--- src/hdl/sliding_window_sender_core_macros.svh ---
// ----------------------------------------------------------------------------
// Sliding window sender assertion macros
// Clocked assertion wrappers; defining NO_ASSERTIONS compiles them out.
// ----------------------------------------------------------------------------
`ifndef SLIDING_WINDOW_SENDER_CORE_MACROS_SVH
`define SLIDING_WINDOW_SENDER_CORE_MACROS_SVH

`ifndef NO_ASSERTIONS

// check prop on every edge outside reset
`define SWS_ASSERT(label, clk, rst, prop) \
  label: assert property (@(posedge clk) disable iff (rst) prop) \
    else $error("sliding window sender check failed");

// check prop on every edge, also during reset
`define SWS_ASSERT_ALWAYS(label, clk, prop) \
  label: assert property (@(posedge clk) prop) \
    else $error("sliding window sender check failed");

`else

`define SWS_ASSERT(label, clk, rst, prop)
`define SWS_ASSERT_ALWAYS(label, clk, prop)

`endif

`endif

--- src/hdl/sws_pkg.sv ---
// ----------------------------------------------------------------------------
// Sliding window sender package
// Field widths, codes, payload and command/status types, helper functions.
// ----------------------------------------------------------------------------
package sws_pkg;

  localparam int SEQ_SPACE  = 10;
  localparam int MAX_WINDOW = 4;
  localparam int DATA_WIDTH = 32;

  localparam int SEQ_W   = $clog2(SEQ_SPACE);
  localparam int CNT_W   = $clog2(MAX_WINDOW + 1);
  localparam int SEQ_FW  = 4;
  localparam int KIND_W  = 3;
  localparam int ACT_W   = 2;
  localparam int TIME_W  = 32;
  localparam int TMO_W   = 16;
  localparam int WLIM_W  = 3;
  localparam int CFG_DW  = 16;
  localparam int CFG_AW  = 1;

  localparam logic [ACT_W-1:0] ACT_SEND = 2'd0;
  localparam logic [ACT_W-1:0] ACT_ACK  = 2'd1;
  localparam logic [ACT_W-1:0] ACT_TICK = 2'd2;

  localparam logic [KIND_W-1:0] KIND_SEND    = 3'd0;
  localparam logic [KIND_W-1:0] KIND_RESEND  = 3'd1;
  localparam logic [KIND_W-1:0] KIND_ACK_OK  = 3'd2;
  localparam logic [KIND_W-1:0] KIND_ACK_BAD = 3'd3;
  localparam logic [KIND_W-1:0] KIND_FULL    = 3'd4;

  localparam logic [CFG_AW-1:0] REG_TIMEOUT      = 1'b0;
  localparam logic [CFG_AW-1:0] REG_WINDOW_LIMIT = 1'b1;

  localparam logic [TMO_W-1:0]  TIMEOUT_RST      = 16'd10;
  localparam logic [WLIM_W-1:0] WINDOW_LIMIT_RST = 3'd4;

  typedef struct packed {
    logic [ACT_W-1:0]      action;
    logic [DATA_WIDTH-1:0] payload;
    logic [SEQ_FW-1:0]     ack_number;
  } item_t;

  typedef struct packed {
    logic [KIND_W-1:0]     kind;
    logic [SEQ_FW-1:0]     sequence_res;
    logic [DATA_WIDTH-1:0] frame_data;
    logic                  last;
  } res_t;

  typedef struct packed {
    logic latch;
    logic finish;
    logic tick;
    logic stamp_rd;
    logic walk_start;
    logic pay_rd;
    logic emit_resend;
  } cmd_t;

  typedef struct packed {
    logic [ACT_W-1:0] action;
    logic             can_load;
    logic             any_outstanding;
    logic             expired;
    logic             walk_last;
  } status_t;

  function automatic logic [SEQ_W-1:0] seq_inc(input logic [SEQ_W-1:0] s);
    return (s == SEQ_W'(SEQ_SPACE - 1)) ? '0 : s + SEQ_W'(1);
  endfunction

  function automatic logic [CNT_W-1:0] win_size(input logic [WLIM_W-1:0] lim);
    int w;
    w = int'(lim);
    if (w < 1) w = 1;
    if (w > MAX_WINDOW) w = MAX_WINDOW;
    if (w > SEQ_SPACE) w = SEQ_SPACE;
    return CNT_W'(w);
  endfunction

endpackage

--- src/hdl/sws_ram.sv ---
// ----------------------------------------------------------------------------
// Sliding window sender RAM
// Generic single write port, single read port RAM with registered read.
// ----------------------------------------------------------------------------
module sws_ram #(
  parameter int WIDTH = 32,
  parameter int DEPTH = 10
) (
  input  logic                     clk,
  input  logic                     we,
  input  logic [$clog2(DEPTH)-1:0] waddr,
  input  logic [WIDTH-1:0]         wdata,
  input  logic                     re,
  input  logic [$clog2(DEPTH)-1:0] raddr,
  output logic [WIDTH-1:0]         rdata
);

  logic [WIDTH-1:0] mem [DEPTH];

  always_ff @(posedge clk) begin
    if (we) begin
      mem[waddr] <= wdata;
    end
    if (re) begin
      rdata <= mem[raddr];
    end
  end

endmodule

--- src/hdl/sws_ctrl.sv ---
// ----------------------------------------------------------------------------
// Sliding window sender controller
// Sequences accept, decision, timeout check and the retransmit walk.
// ----------------------------------------------------------------------------
`include "sliding_window_sender_core_macros.svh"

module sws_ctrl (
  input  logic             clk,
  input  logic             rst,
  input  logic             in_valid,
  output logic             in_ready,
  input  sws_pkg::status_t status,
  output sws_pkg::cmd_t    cmd
);

  import sws_pkg::*;

  typedef enum logic [2:0] {
    IDLE,
    DECIDE,
    CHECK,
    RESEND_RD,
    RESEND_EMIT
  } state_t;

  state_t state;
  state_t state_next;

  assign in_ready = (state == IDLE);

  always_comb begin
    state_next = state;
    cmd        = '0;
    case (state)
      IDLE: begin
        if (in_valid) begin
          cmd.latch  = 1'b1;
          state_next = DECIDE;
        end
      end
      DECIDE: begin
        case (status.action)
          ACT_SEND, ACT_ACK: begin
            if (status.can_load) begin
              cmd.finish = 1'b1;
              state_next = IDLE;
            end
          end
          ACT_TICK: begin
            cmd.tick = 1'b1;
            if (status.any_outstanding) begin
              cmd.stamp_rd = 1'b1;
              state_next   = CHECK;
            end else begin
              state_next = IDLE;
            end
          end
          default: state_next = IDLE;
        endcase
      end
      CHECK: begin
        if (status.expired) begin
          cmd.walk_start = 1'b1;
          state_next     = RESEND_RD;
        end else begin
          state_next = IDLE;
        end
      end
      RESEND_RD: begin
        cmd.pay_rd = 1'b1;
        state_next = RESEND_EMIT;
      end
      RESEND_EMIT: begin
        if (status.can_load) begin
          cmd.emit_resend = 1'b1;
          state_next      = status.walk_last ? IDLE : RESEND_RD;
        end
      end
      default: state_next = IDLE;
    endcase
  end

  always_ff @(posedge clk) begin
    if (rst) begin
      state <= IDLE;
    end else begin
      state <= state_next;
    end
  end

  `SWS_ASSERT(a_emit_needs_room, clk, rst, cmd.emit_resend |-> status.can_load)
  `SWS_ASSERT(a_walk_end_idle, clk, rst, (cmd.emit_resend && status.walk_last) |=> in_ready)
  `SWS_ASSERT(a_finish_free, clk, rst, (cmd.finish || cmd.tick) |=> !cmd.finish && !cmd.tick)

endmodule

--- src/hdl/sws_dp.sv ---
// ----------------------------------------------------------------------------
// Sliding window sender datapath
// Window pointers, tick counter, frame stores, timeout compare, result register.
// ----------------------------------------------------------------------------
`include "sliding_window_sender_core_macros.svh"

module sws_dp (
  input  logic                       clk,
  input  logic                       rst,
  input  logic                       cfg_we,
  input  logic [sws_pkg::CFG_AW-1:0] cfg_index,
  input  logic [sws_pkg::CFG_DW-1:0] cfg_data,
  input  sws_pkg::item_t             in_data,
  output logic                       out_valid,
  input  logic                       out_ready,
  output sws_pkg::res_t              out_data,
  input  sws_pkg::cmd_t              cmd,
  output sws_pkg::status_t           status
);

  import sws_pkg::*;

  logic [TMO_W-1:0]      tmo_limit;
  logic [WLIM_W-1:0]     window_limit;
  logic [SEQ_W-1:0]      oldest_seq;
  logic [SEQ_W-1:0]      next_seq;
  logic [CNT_W-1:0]      outstanding;
  logic [TIME_W-1:0]     now_ticks;
  logic [SEQ_W-1:0]      walk_seq;
  logic [CNT_W-1:0]      walk_cnt;
  logic [CNT_W-1:0]      walk_cnt_inc;
  item_t                 item;
  res_t                  res_next;
  logic                  full;
  logic                  ack_ok;
  logic                  do_send;
  logic                  do_ack;
  logic                  load;
  logic [TIME_W-1:0]     age;
  logic [TIME_W-1:0]     stamp_rdata;
  logic [DATA_WIDTH-1:0] pay_rdata;
  logic                  stamp_we;
  logic [SEQ_W-1:0]      stamp_waddr;

  assign full         = (outstanding >= win_size(window_limit));
  assign ack_ok       = (outstanding != '0) && (item.ack_number == SEQ_FW'(oldest_seq));
  assign do_send      = cmd.finish && (item.action == ACT_SEND) && !full;
  assign do_ack       = cmd.finish && (item.action == ACT_ACK) && ack_ok;
  assign load         = cmd.finish || cmd.emit_resend;
  assign walk_cnt_inc = walk_cnt + CNT_W'(1);
  assign age          = now_ticks - stamp_rdata;

  assign status.action          = item.action;
  assign status.can_load        = !out_valid || out_ready;
  assign status.any_outstanding = (outstanding != '0);
  assign status.expired         = (age >= TIME_W'(tmo_limit));
  assign status.walk_last       = (walk_cnt_inc == outstanding);

  assign stamp_we    = do_send || cmd.emit_resend;
  assign stamp_waddr = cmd.emit_resend ? walk_seq : next_seq;

  sws_ram #(
    .WIDTH (DATA_WIDTH),
    .DEPTH (SEQ_SPACE)
  ) u_pay_ram (
    .clk   (clk),
    .we    (do_send),
    .waddr (next_seq),
    .wdata (item.payload),
    .re    (cmd.pay_rd),
    .raddr (walk_seq),
    .rdata (pay_rdata)
  );

  sws_ram #(
    .WIDTH (TIME_W),
    .DEPTH (SEQ_SPACE)
  ) u_stamp_ram (
    .clk   (clk),
    .we    (stamp_we),
    .waddr (stamp_waddr),
    .wdata (now_ticks),
    .re    (cmd.stamp_rd),
    .raddr (oldest_seq),
    .rdata (stamp_rdata)
  );

  always_comb begin
    res_next = '0;
    if (cmd.emit_resend) begin
      res_next.kind         = KIND_RESEND;
      res_next.sequence_res = SEQ_FW'(walk_seq);
      res_next.frame_data   = pay_rdata;
      res_next.last         = status.walk_last;
    end else begin
      res_next.last = 1'b1;
      case (item.action)
        ACT_SEND: begin
          res_next.sequence_res = SEQ_FW'(next_seq);
          if (full) begin
            res_next.kind = KIND_FULL;
          end else begin
            res_next.kind       = KIND_SEND;
            res_next.frame_data = item.payload;
          end
        end
        ACT_ACK: begin
          res_next.kind         = ack_ok ? KIND_ACK_OK : KIND_ACK_BAD;
          res_next.sequence_res = item.ack_number;
        end
        default: res_next.last = 1'b1;
      endcase
    end
  end

  always_ff @(posedge clk) begin
    if (rst) begin
      tmo_limit    <= TIMEOUT_RST;
      window_limit <= WINDOW_LIMIT_RST;
      oldest_seq   <= '0;
      next_seq     <= '0;
      outstanding  <= '0;
      now_ticks    <= '0;
      walk_seq     <= '0;
      walk_cnt     <= '0;
      out_valid    <= 1'b0;
    end else begin
      if (cfg_we) begin
        case (cfg_index)
          REG_TIMEOUT:      tmo_limit    <= cfg_data;
          REG_WINDOW_LIMIT: window_limit <= cfg_data[WLIM_W-1:0];
          default:          tmo_limit    <= tmo_limit;
        endcase
      end
      if (cmd.tick) begin
        now_ticks <= now_ticks + TIME_W'(1);
      end
      if (do_send) begin
        next_seq    <= seq_inc(next_seq);
        outstanding <= outstanding + CNT_W'(1);
      end
      if (do_ack) begin
        oldest_seq  <= seq_inc(oldest_seq);
        outstanding <= outstanding - CNT_W'(1);
      end
      if (cmd.walk_start) begin
        walk_seq <= oldest_seq;
        walk_cnt <= '0;
      end else if (cmd.emit_resend) begin
        walk_seq <= seq_inc(walk_seq);
        walk_cnt <= walk_cnt_inc;
      end
      if (load) begin
        out_valid <= 1'b1;
      end else if (out_ready) begin
        out_valid <= 1'b0;
      end
    end
  end

  always_ff @(posedge clk) begin
    if (cmd.latch) begin
      item <= in_data;
    end
    if (load) begin
      out_data <= res_next;
    end
  end

  `SWS_ASSERT_ALWAYS(a_reset_clears, clk, rst |=> !out_valid && (outstanding == '0))
  `SWS_ASSERT(a_window_bound, clk, rst, outstanding <= CNT_W'(MAX_WINDOW))
  `SWS_ASSERT(a_oldest_range, clk, rst, oldest_seq < SEQ_W'(SEQ_SPACE))
  `SWS_ASSERT(a_next_range, clk, rst, next_seq < SEQ_W'(SEQ_SPACE))
  `SWS_ASSERT(a_walk_in_window, clk, rst, cmd.emit_resend |-> (walk_cnt < outstanding))

endmodule

--- src/hdl/sliding_window_sender_core.sv ---
// Send or ack: item latched on accept, result loaded in DECIDE when the output is
// free, then IDLE takes the next item. Tick: from DECIDE to IDLE with no frames,
// via CHECK when the oldest stamp is read and not expired; on timeout, per frame,
// RESEND_RD reads the payload (registered), RESEND_EMIT waits on a held result.
// Synchronous reset clears pointers, counts, tick counter and registers to defaults;
// the frame stores are not cleared and need no clearing pass.
// ----------------------------------------------------------------------------
// Sliding window sender core
// Go-back-N sender: numbers frames, takes in-order acks, retransmits on timeout.
// ----------------------------------------------------------------------------
module sliding_window_sender_core (
  input  logic                       clk,
  input  logic                       rst,
  input  logic                       cfg_we,
  input  logic [sws_pkg::CFG_AW-1:0] cfg_index,
  input  logic [sws_pkg::CFG_DW-1:0] cfg_data,
  input  logic                       in_valid,
  output logic                       in_ready,
  input  sws_pkg::item_t             in_data,
  output logic                       out_valid,
  input  logic                       out_ready,
  output sws_pkg::res_t              out_data
);

  import sws_pkg::*;

  cmd_t    cmd;
  status_t status;

  sws_ctrl u_ctrl (
    .clk      (clk),
    .rst      (rst),
    .in_valid (in_valid),
    .in_ready (in_ready),
    .status   (status),
    .cmd      (cmd)
  );

  sws_dp u_dp (
    .clk       (clk),
    .rst       (rst),
    .cfg_we    (cfg_we),
    .cfg_index (cfg_index),
    .cfg_data  (cfg_data),
    .in_data   (in_data),
    .out_valid (out_valid),
    .out_ready (out_ready),
    .out_data  (out_data),
    .cmd       (cmd),
    .status    (status)
  );

endmodule

--- config.mk ---
export PLATFORM = sky130hd
export DESIGN_NAME = sliding_window_sender_core
export DESIGN_NICKNAME = d
export VERILOG_FILES = /design/src/hdl/sws_pkg.sv /design/src/hdl/sws_ram.sv /design/src/hdl/sws_ctrl.sv /design/src/hdl/sws_dp.sv /design/src/hdl/sliding_window_sender_core.sv
export VERILOG_INCLUDE_DIRS = /design/src /design/src/hdl
export SDC_FILE = /design/constraint.sdc
export NUM_CORES = 1
export LEC_CHECK = 0
export ABC_AREA = 1
export CAP_MARGIN = 20
export CORE_ASPECT_RATIO = 1.25
export CORE_MARGIN = 3
export CORE_UTILIZATION = 55
export DETAILED_ROUTE_END_ITERATION = 12
export DONT_BUFFER_PORTS = 1
export MAX_ROUTING_LAYER = met4
export PLACE_DENSITY = 0.84
export SYNTH_ARGS = -nofsm -noshare
export SYNTH_HDL_FRONTEND = slang
export SYNTH_SLANG_ARGS = --single-unit
export TNS_END_PERCENT = 10
--- constraint.sdc ---
create_clock -name clk -period 3.5 [get_ports clk]
set_clock_uncertainty 0.05 [all_clocks]
set_input_delay 0.7 -clock clk [delete_from_list [all_inputs] [get_ports clk]]
set_output_delay 0.7 -clock clk [all_outputs]
set_load 0.05 [all_outputs]
==> After elaboration in Yosys (flattened, before gate mapping) <==
Memory sizes are Yosys's and may differ from the RTL's. A register that Yosys moved wholly into a read port is not among the register bits.
Cells that the tools add are included.
{ "totals": {"mem_count": 2, "output_inout_bits": 42, "input_bits": 60, "register_bits": 151, "ram_bits": 640, "word_cells": 110} }
{ "memory_table": {"columns": ["memory", "words", "word_bits", "read_ports", "rd_clocked_by_memory_dff", "wr", "line", "text"], "rows": [
  ["u_dp.u_pay_ram.mem", 10, 32, 1, 1, 1, "sws_ram.sv:18", "logic [WIDTH-1:0] mem [DEPTH];"],
  ["u_dp.u_stamp_ram.mem", 10, 32, 1, 1, 1, "sws_ram.sv:18", null]
]} }
{ "classes": {"order_cmp": 5, "eq_ne": 14, "mux": 42, "add_sub_neg": 8, "n_reduce_logical": 21, "n_bitwise": 1} }
{ "ops": {"columns": ["cell", "count"], "rows": [
  ["32-bit two-way mux", 2],
  ["37-bit two-way mux", 1],
  ["32-bit by 1-bit adder with 32-bit output (second input constant)", 1],
  ["32-bit by 16-bit greater-or-equal comparator with 1-bit output", 1],
  ["32-bit subtractor", 1],
  ["3-bit two-way mux", 10],
  ["4-bit two-way mux", 6],
  ["1-bit two-way mux", 16],
  ["3-bit case mux with 5 select lines", 1],
  ["7-bit case mux with 2 select lines", 1],
  ["4-bit by 1-bit adder with 4-bit output (second input constant)", 3],
  ["4-bit equality test (second input constant)", 3],
  ["2-bit two-way mux", 4],
  ["3-bit by 1-bit adder with 3-bit output (second input constant)", 2],
  ["3-bit by 2-bit equality test with 1-bit output (second input constant)", 2],
  ["3-bit case mux with 2 select lines", 1],
  ["2-bit nonzero test", 3],
  ["1-bit logical AND", 5],
  ["4-bit equality test", 1],
  ["3-bit by 4-bit > comparator with 1-bit output (second input constant)", 1],
  ["2-bit inequality test (second input constant)", 2],
  ["2-bit AND reduction", 2],
  ["2-bit OR reduction", 2],
  ["3-bit by 1-bit equality test with 1-bit output (second input constant)", 1],
  ["other kinds (16)", 19]
]} }

==> Depth between registers and ports, before layout <==
Gate-level depths: netlist (run 1).
{ "logic_depth": {"depth_word": 12, "depth_mapped": 27, "ltp_nobuf": 26} }

==> Cells and area by module <==
A second synthesis (run 1) with hierarchy kept.
{ "hier_totals": {"hier_cells": 3856, "hier_area_um2": 38385.6} }
{ "modules_own_cells": {"columns": ["module", "n_inst", "cells_per_inst", "seq_area_each_um2", "area_each_um2"], "rows": [
  ["sws_ram", 2, 1270, 10570.1, 14431.3],
  ["sws_dp", 1, 1276, 3743.6, 9266.4],
  ["sws_ctrl", 1, 40, 60.1, 256.5]
]} }

==> Least setup slack after synthesis (run 1) <==
OpenSTA, ideal clock, no wires.
{ "synth_timing": {"path_type": "reg-to-reg", "start": "register u_dp.window_limit[2]", "end": "memory u_dp.u_stamp_ram.mem[0][0], enable pin", "slack_ps": -58, "t_arrival_ps": 3087, "required_ps": 3029, "stages_incl_launch_ff": 12, "synth_period_minus_slack_ps": 3558, "path_cell_list": "dfxtp_1 > inv_1 > ha_1 > a21oi_1 > o21ai_1 > a31oi_1 > inv_1 > nor3_2 > inv_1 > nand2_1 > nand3_1 > nor2_1"} }
{ "synth_via": {"elab_chain_len": 12} }
{ "synth_rtl": {"columns": ["item", "line", "text"], "rows": [
  ["from (decl)", "sws_dp.sv:24", "logic [WLIM_W-1:0] window_limit;"],
  ["from (signal assigned)", "sws_dp.sv:131", "REG_WINDOW_LIMIT: window_limit <= cfg_data[WLIM_W-1:0];"],
  ["3-bit by 1-bit < comparator with 1-bit output", "sws_pkg.sv:76", "if (w < 1) w = 1;"],
  ["3-bit two-way mux (*)", "sws_pkg.sv:76", null],
  ["3-bit > comparator", "sws_pkg.sv:77", "if (w > MAX_WINDOW) w = MAX_WINDOW;"],
  ["3-bit two-way mux (*)", "sws_pkg.sv:77", null],
  ["3-bit by 4-bit > comparator with 1-bit output", "sws_pkg.sv:78", "if (w > SEQ_SPACE) w = SEQ_SPACE;"],
  ["3-bit two-way mux (*)", "sws_pkg.sv:78", null],
  ["3-bit greater-or-equal comparator (*)", "sws_dp.sv:45", "assign full = (outstanding >= win_size(window_limit));"],
  ["1-bit zero test (*)", "sws_dp.sv:47", "assign do_send = cmd.finish && (item.action == ACT_SEND) && !full;"],
  ["1-bit logical AND (*)", "sws_dp.sv:47", null],
  ["1-bit logical OR (*)", "sws_dp.sv:59", "assign stamp_we = do_send || cmd.emit_resend;"],
  ["1-bit two-way mux (*)", "sws_ram.sv:21", "if (we) begin"],
  ["1-bit two-way mux (implied by the code) (*)", "sws_ram.sv:22", "mem[waddr] <= wdata;"],
  ["to (decl)", "sws_ram.sv:18", null]
]} }
Every way passes the cells marked *; elsewhere a longest branch is shown, timed or not.

==> Worst setup path after layout (run 1) <==
{ "layout_timing": {"start": "register u_dp.u_stamp_ram.rdata[3], read port of u_dp.u_stamp_ram.mem", "end": "register u_dp.walk_seq[1]"} }
{ "layout_via": {"elab_chain_len": 5, "elab_cells_between_ends": 6, "cone_classes": "add/sub (1); order compare (1); mux (3); reduce/logical (1)"} }
{ "layout_rtl": {"columns": ["item", "line", "text"], "rows": [
  ["from (decl)", "sws_ram.sv:15", "output logic [WIDTH-1:0] rdata"],
  ["32-bit subtractor (*)", "sws_dp.sv:51", "assign age = now_ticks - stamp_rdata;"],
  ["32-bit by 16-bit greater-or-equal comparator with 1-bit output (*)", "sws_dp.sv:56", "assign status.expired = (age >= TIME_W'(tmo_limit));"],
  ["1-bit two-way mux (*)", "sws_ctrl.sv:62", "if (status.expired) begin"],
  ["1-bit two-way mux (*)", "sws_ctrl.sv:34", "case (state)"],
  ["4-bit two-way mux / 2-bit nonzero test (equally long branches)", null, null],
  ["to (signal assigned)", "sws_dp.sv:147", "walk_seq <= oldest_seq;"],
  ["to (signal assigned)", "sws_dp.sv:150", "walk_seq <= seq_inc(walk_seq);"],
  ["to (decl)", "sws_dp.sv:29", "logic [SEQ_W-1:0] walk_seq;"]
]} }
Marks and branches as above.
A chain may end at the register's enable or synchronous reset.

==> results of run 1 <==
==> final timing paths <==
check	startpoint	end	slack, ns
min	in_data[0]	u_dp.item[0]	0.1
max	u_dp.u_stamp_ram.rdata[3]	u_dp.walk_seq[1]	0.03
min reg2reg	u_dp.tmo_limit[7]	u_dp.tmo_limit[7]	0.41
max reg2reg	u_dp.u_stamp_ram.rdata[3]	u_dp.walk_seq[1]	0.03
==> kinds of logic after synthesis <==
logic type      Yosys count  synth area share
fa+ha+maj                54            0.0196
buf+inv                 391            0.0418
xor+xnor                 34           0.00844
simple gates            979             0.115
compound gates          658             0.109
flops                   855             0.707
==> state kept, by name, indices dropped and copies added (netlist names), 4 cells and up <==
name / flops
u_dp.tmo_limit: 16
u_dp.oldest_seq: 4
u_dp.u_stamp_ram.mem: 320
u_dp.now_ticks: 32
u_dp.item: 36
u_dp.out_data: 40
u_dp.walk_seq: 4
u_dp.u_stamp_ram.rdata: 32
u_dp.u_pay_ram.rdata: 32
u_dp.next_seq: 4
u_dp.u_pay_ram.mem: 320
==> per-stage QoR <==
| step | power, mW | worst slack [ns] | hold slack (ns) |
|---|---|---|---|
| 2_1_floorplan | 11.8 | -0.0584 | 0.380 |
| 3_3_place_gp | 11.9 | -0.0181 | 0.397 |
| 3_5_place_dp | 11.9 | -0.0688 | 0.402 |
| 4_1_cts | 20.1 | 0.0202 | 0.0726 |
| 5_1_grt | 20.6 | -0.108 | 0.0735 |
| 6_report | 20.1 | 0.0277 | 0.0996 |
==> routing by layer <==
layer | routed length (um) | vias to the layer above | track usage
met5 | 0 | - | -
met4 | 3770 | 0 | 0.130
met3 | 8220 | 291 | 0.0463
met2 | 46300 | 1492 | 0.450
met1 | 31000 | 11673 | 0.311
li1 | - | 10816 | -
==> synthesized netlist by cell type (all sizes together) (3+ instances only) <==
master,count,share of area
nand3b,3,0.00074
a31oi,4,0.00071
dfxtp,73,0.041
and2,4,0.00078
o21ai,433,0.061
nor3,22,0.0040
ha,52,0.018
xnor2,10,0.0025
a221oi,102,0.025
clkbuf,117,0.012
o211ai,4,0.00085
o2111ai,27,0.0067
inv,251,0.027
nand2,432,0.046
nor4,5,0.0011
or2,4,0.00071
edfxtp,782,0.67
o21a,4,0.00085
nand4,12,0.0021
xor2,24,0.0060
clkinv,3,0.00032
nand3,144,0.021
a211oi,6,0.0013
buf,20,0.0024
nor2,348,0.037
a21oi,71,0.010
==> power breakdown <==
group          switching [mW]  internal, mW  total (mW)
sequential              0.167          11.2        11.4
combinational           0.245         0.102       0.347
clock                    3.71          4.67        8.39
==> cell type report <==
type                    instances  area [um^2]
diodes                          4         10.0
multi-input cells            1725         9350
well taps                     840         1050
clock inverters                37          292
clock buffers                 112         2240
repair buffers                138         1210
fillers                      4437        23300
flip-flops and latches        855        24900
inverters                     254          955
==> repair_timing <==
item / in CTS / in global routing
pin swaps: 2 / 11
hold buffers: 0 / 0
endpoints found under the hold margin: 0 / 0
gates resized for setup: 2 / 57
setup endpoints to repair: 9 / 33
cloned: 0 / 1
buffers inserted: 1 / 9
==> impl_metrics.toml, run 1 <==
[clock_network]
ctsLongestPathBuffers = 3
clkLatencyLatePin_ns = 0.64
h-tree-depth = 3
clkTransAtPathRegs_ns = 0.06
cts_buffers = 80
cts_tree = "built"
cts.sinks = 855
cts-root-buf = "clkbuf_16"

[drt]
drt_iter0_markers = 2796
dr.pass1.iters = 8
antenna_left = 0
avgRoutedWirePerCell_um = 22.5
vias_per_cell = 6.12
wl_mm = 89.3
drc_errors = 0
via_count = 24272

[critical_path]
cp.depth = 24
crit_type = "reg -> reg"
critPathMaxStageDelay_ns = 0.38
crit_path_end_kind = "flip-flop"
crit_buf_inv = 4
required_ns = 3.97
cp_common_cell = "nand2_1"
worstRegToRegCells = 24
crit_chain = "inv_1, ha_4, nand2_4, inv_1, nand2_1, nand3_1, nand2_1, nand2_2, xor2_2, ha_1, a21oi_1, nor2_1, a211oi_2, nand2_1, nor2_1, nand2_1, nor2_1, nand2_1, a21oi_2, nand2_2, buf_4, buf_4, a21oi_1, nor2_1"
arrival_ns = 3.94
crit_slowest_cell = "edfxtp_1"
crit_fanout = 4
start_kind = "flip-flop"
crit_family = "simple AND/OR/NAND/NOR gates"

[hold_path]
hold_class = "in -> reg"
min_delay_path_depth = 0

[timing]
timing.slew.headroom = 0.448
rsz0062_at_grt = "yes"
post-route-period-util = 0.992
finalHoldViolCount = 0
max_freq_mhz = 288
worst_slew_pin_slew_ns = 0.826
slew_violations = 0
finalCriticalPeriod_ns = 3.47
final.setup.tns_ns = 0
setup_viol = 0

[placement]
gp_congestion = 0.903
dp_hpwl_mm = 51.8
portBuffers = 0
placed_cells = 3801
place_area_um2 = 37200

[floorplanning]
dieWidth_um = 233
die_area_um2 = 67300
io_pins = 102
num_rows = 103
core_um2 = 63400
die_y_um = 289
start_util = 0.557

[final_layout]
final_area_um2 = 40100
final_util = 0.632
layout-drive-gt1-share = 0.116
synthToLayoutAreaGrowth_pct = 13.5
final_cell_mix = "782 x edfxtp_1, 431 x o21ai_0, 414 x nand2_1"
fin_nets = 3168
final_cells = 3965
final_common_cell = "edfxtp_1"

[global_routing]
antenna_found_initial = 4
gr-total-overflow = 0
grt_usage = 0.267
first_global_vias = 23935
grt_max_degree = 66
grt_pass1_wl_mm = 133

[synth]
synthFlopType = "edfxtp_1"
synth.distinct_cells = 52
synthCells = 2971
ys.warnings.count = 0
postSynth.asyncResetShare = 0
synth_nets = 3085
synth_seq_cells = 855
ys_seq_area_frac = 0.707
synth-edff-count = 782
avgSynthCellArea_um2 = 11.9
netlist_area_um2 = 35300

[job]
max-cap-violations = 0

[power]
power_leakage_nw = 14.2
power_density_nw_per_um2 = 501
vdd_drop_max_v = 0.000675

[status]
outcome = "completed"
Note: power is estimated with default switching activity, not from simulation.
==> run 2: changes to the inputs <==
Settings changed: PLACE_DENSITY 0.84 to 0.73, REMOVE_ABC_BUFFERS from default to 1.
==> impl_metrics.toml, run 2 (synthesis gave the netlist of run 1 again) <==
[status]
outcome = "completed"

[global_routing]
first_global_vias = 23982
antenna_found_initial = 2
grt_usage = 0.268
grt_pass1_wl_mm = 134
grt_max_degree = 75
gr-total-overflow = 0

[drt]
antenna_left = 0
dr.pass1.iters = 5
wl_mm = 88.3
avgRoutedWirePerCell_um = 22.3
via_count = 24023
vias_per_cell = 6.07
drc_errors = 0
drt_iter0_markers = 2364

[hold_path]
hold_start = "rst"
min_to = "u_dp.now_ticks[24]"
hold_class = "in -> reg"
min_delay_path_depth = 1

[final_layout]
final_area_um2 = 40200
final_util = 0.634
final_cell_mix = "782 x edfxtp_1, 430 x o21ai_0, 420 x nand2_1"
final_common_cell = "edfxtp_1"
synthToLayoutAreaGrowth_pct = 13.8
final_cells = 3957
layout-drive-gt1-share = 0.109
fin_nets = 3159
top_regs = "u_dp.u_pay_ram.mem (320), u_dp.u_stamp_ram.mem (320), u_dp.out_data (40)"

[timing]
finalHoldViolCount = 0
slew_violations = 0
worst_slew_pin_slew_ns = 0.805
finalCriticalPeriod_ns = 3.31
setup_viol = 0
post-route-period-util = 0.945
timing.slew.headroom = 0.462
max_freq_mhz = 302

[placement]
dp_hpwl_mm = 51.3
placed_cells = 3797
place_area_um2 = 37300
gp_congestion = 0.909
portBuffers = 0

[critical_path]
crit_path_end_kind = "flip-flop"
arrival_ns = 3.78
required_ns = 3.97
timing.rr.start = "u_dp.u_stamp_ram.rdata[0]"
reg2reg_setup_slack_ns = 0.19
worstReg2RegEnd = "u_ctrl.state[0]"
crit_fanout = 5
crit_type = "reg -> reg"
worstRegToRegCells = 18
start_kind = "flip-flop"

[power]
power_leakage_nw = 14.3
p_total_mw = 20.5
vdd_drop_max_v = 0.000602
power_density_nw_per_um2 = 509

[floorplanning]
num_rows = 103
start_util = 0.557
io_pins = 102
die_area_um2 = 67300
dieWidth_um = 233
die_y_um = 289
core_um2 = 63400

[clock_network]
cts.sinks = 855
cts-root-buf = "clkbuf_16"
cts_tree = "built"
clkTransAtPathRegs_ns = 0.06
ctsLongestPathBuffers = 3
cts_buffers = 84
clkLatencyLatePin_ns = 0.64
h-tree-depth = 3

[job]
max-cap-violations = 0
run 2: metal layers:
metal / GRT usage / part of all wire
met1: 0.321 / 0.37
met2: 0.445 / 0.50
met3: 0.0390 / 0.085
met4: 0.135 / 0.044
met5: - / 0
run 2: critical path, cell delays in order, from the launching register on:
cell      delay (ns)
edfxtp_1        0.39
ha_2            0.21
fa_2            0.40
nor2_2          0.14
o21ai_0         0.10
nand2_1         0.19
xor2_1          0.15
ha_1            0.22
a21oi_2         0.16
nor3_1          0.07
a211oi_1        0.21
nand2_1         0.14
a21oi_2         0.16
nand2_2         0.13
nand2_2         0.12
buf_2           0.16
nand3_1         0.08
nand2_1         0.08
a21oi_1         0.06
run 2: worst max-delay path by stage:
stage,slack [ns],cells after the start,to,from
after CTS,0.03,25,u_dp.walk_seq[2],u_dp.u_stamp_ram.rdata[12]
after global placement,-0.05,24,u_ctrl.state[1],u_dp.u_stamp_ram.rdata[0]
final,0.19,18,u_ctrl.state[0],u_dp.u_stamp_ram.rdata[0]
after global routing,-0.03,18,u_dp.walk_seq[2],u_dp.u_stamp_ram.rdata[0]
after floorplan,-1.76,10,u_dp.u_stamp_ram.mem[1][0],out_ready
after detailed placement,-0.08,24,u_dp.walk_seq[2],u_dp.u_stamp_ram.rdata[0]
run 2: repair_timing:
item	in CTS	in global routing
resized for setup	3	37
buffers inserted	0	1
setup endpoints to repair	9	9
cloned	0	1
pin swaps	0	4
hold endpoints to repair	0	0
hold buffers	0	0
run 2: stage by stage:
step                      hold WS (ns)  setup TNS [ns]  setup WS [ns]
final                           0.0977               0          0.193
after global routing            0.0772         -0.0865        -0.0331
after CTS                       0.0626               0         0.0259
after detailed placement         0.407          -0.377        -0.0833
after global placement           0.397         -0.0795        -0.0466
after floorplan                  0.382         -646.47          -1.76
run 2: where the power goes:
| part | total [mW] | switching, mW | internal (mW) | leakage, nW |
|---|---|---|---|---|
| clock network | 8.76 | 3.73 | 5.03 | 1.31 |
| logic | 0.355 | 0.249 | 0.106 | 5.21 |
| registers | 11.4 | 0.161 | 11.2 | 7.75 |
| total | 20.5 | 4.14 | 16.3 | 14.3 |
run 2: cell type report:
| class | instances | area, um^2 |
|---|---|---|
| clock inverters | 48 | 450 |
| repair buffers | 125 | 1280 |
| fillers | 4605 | 23200 |
| well taps | 840 | 1050 |
| clock buffers | 108 | 2220 |
| diodes | 2 | 5.00 |
| flip-flops and latches | 855 | 24900 |
| inverters | 254 | 953 |
| multi-input cells | 1725 | 9280 |
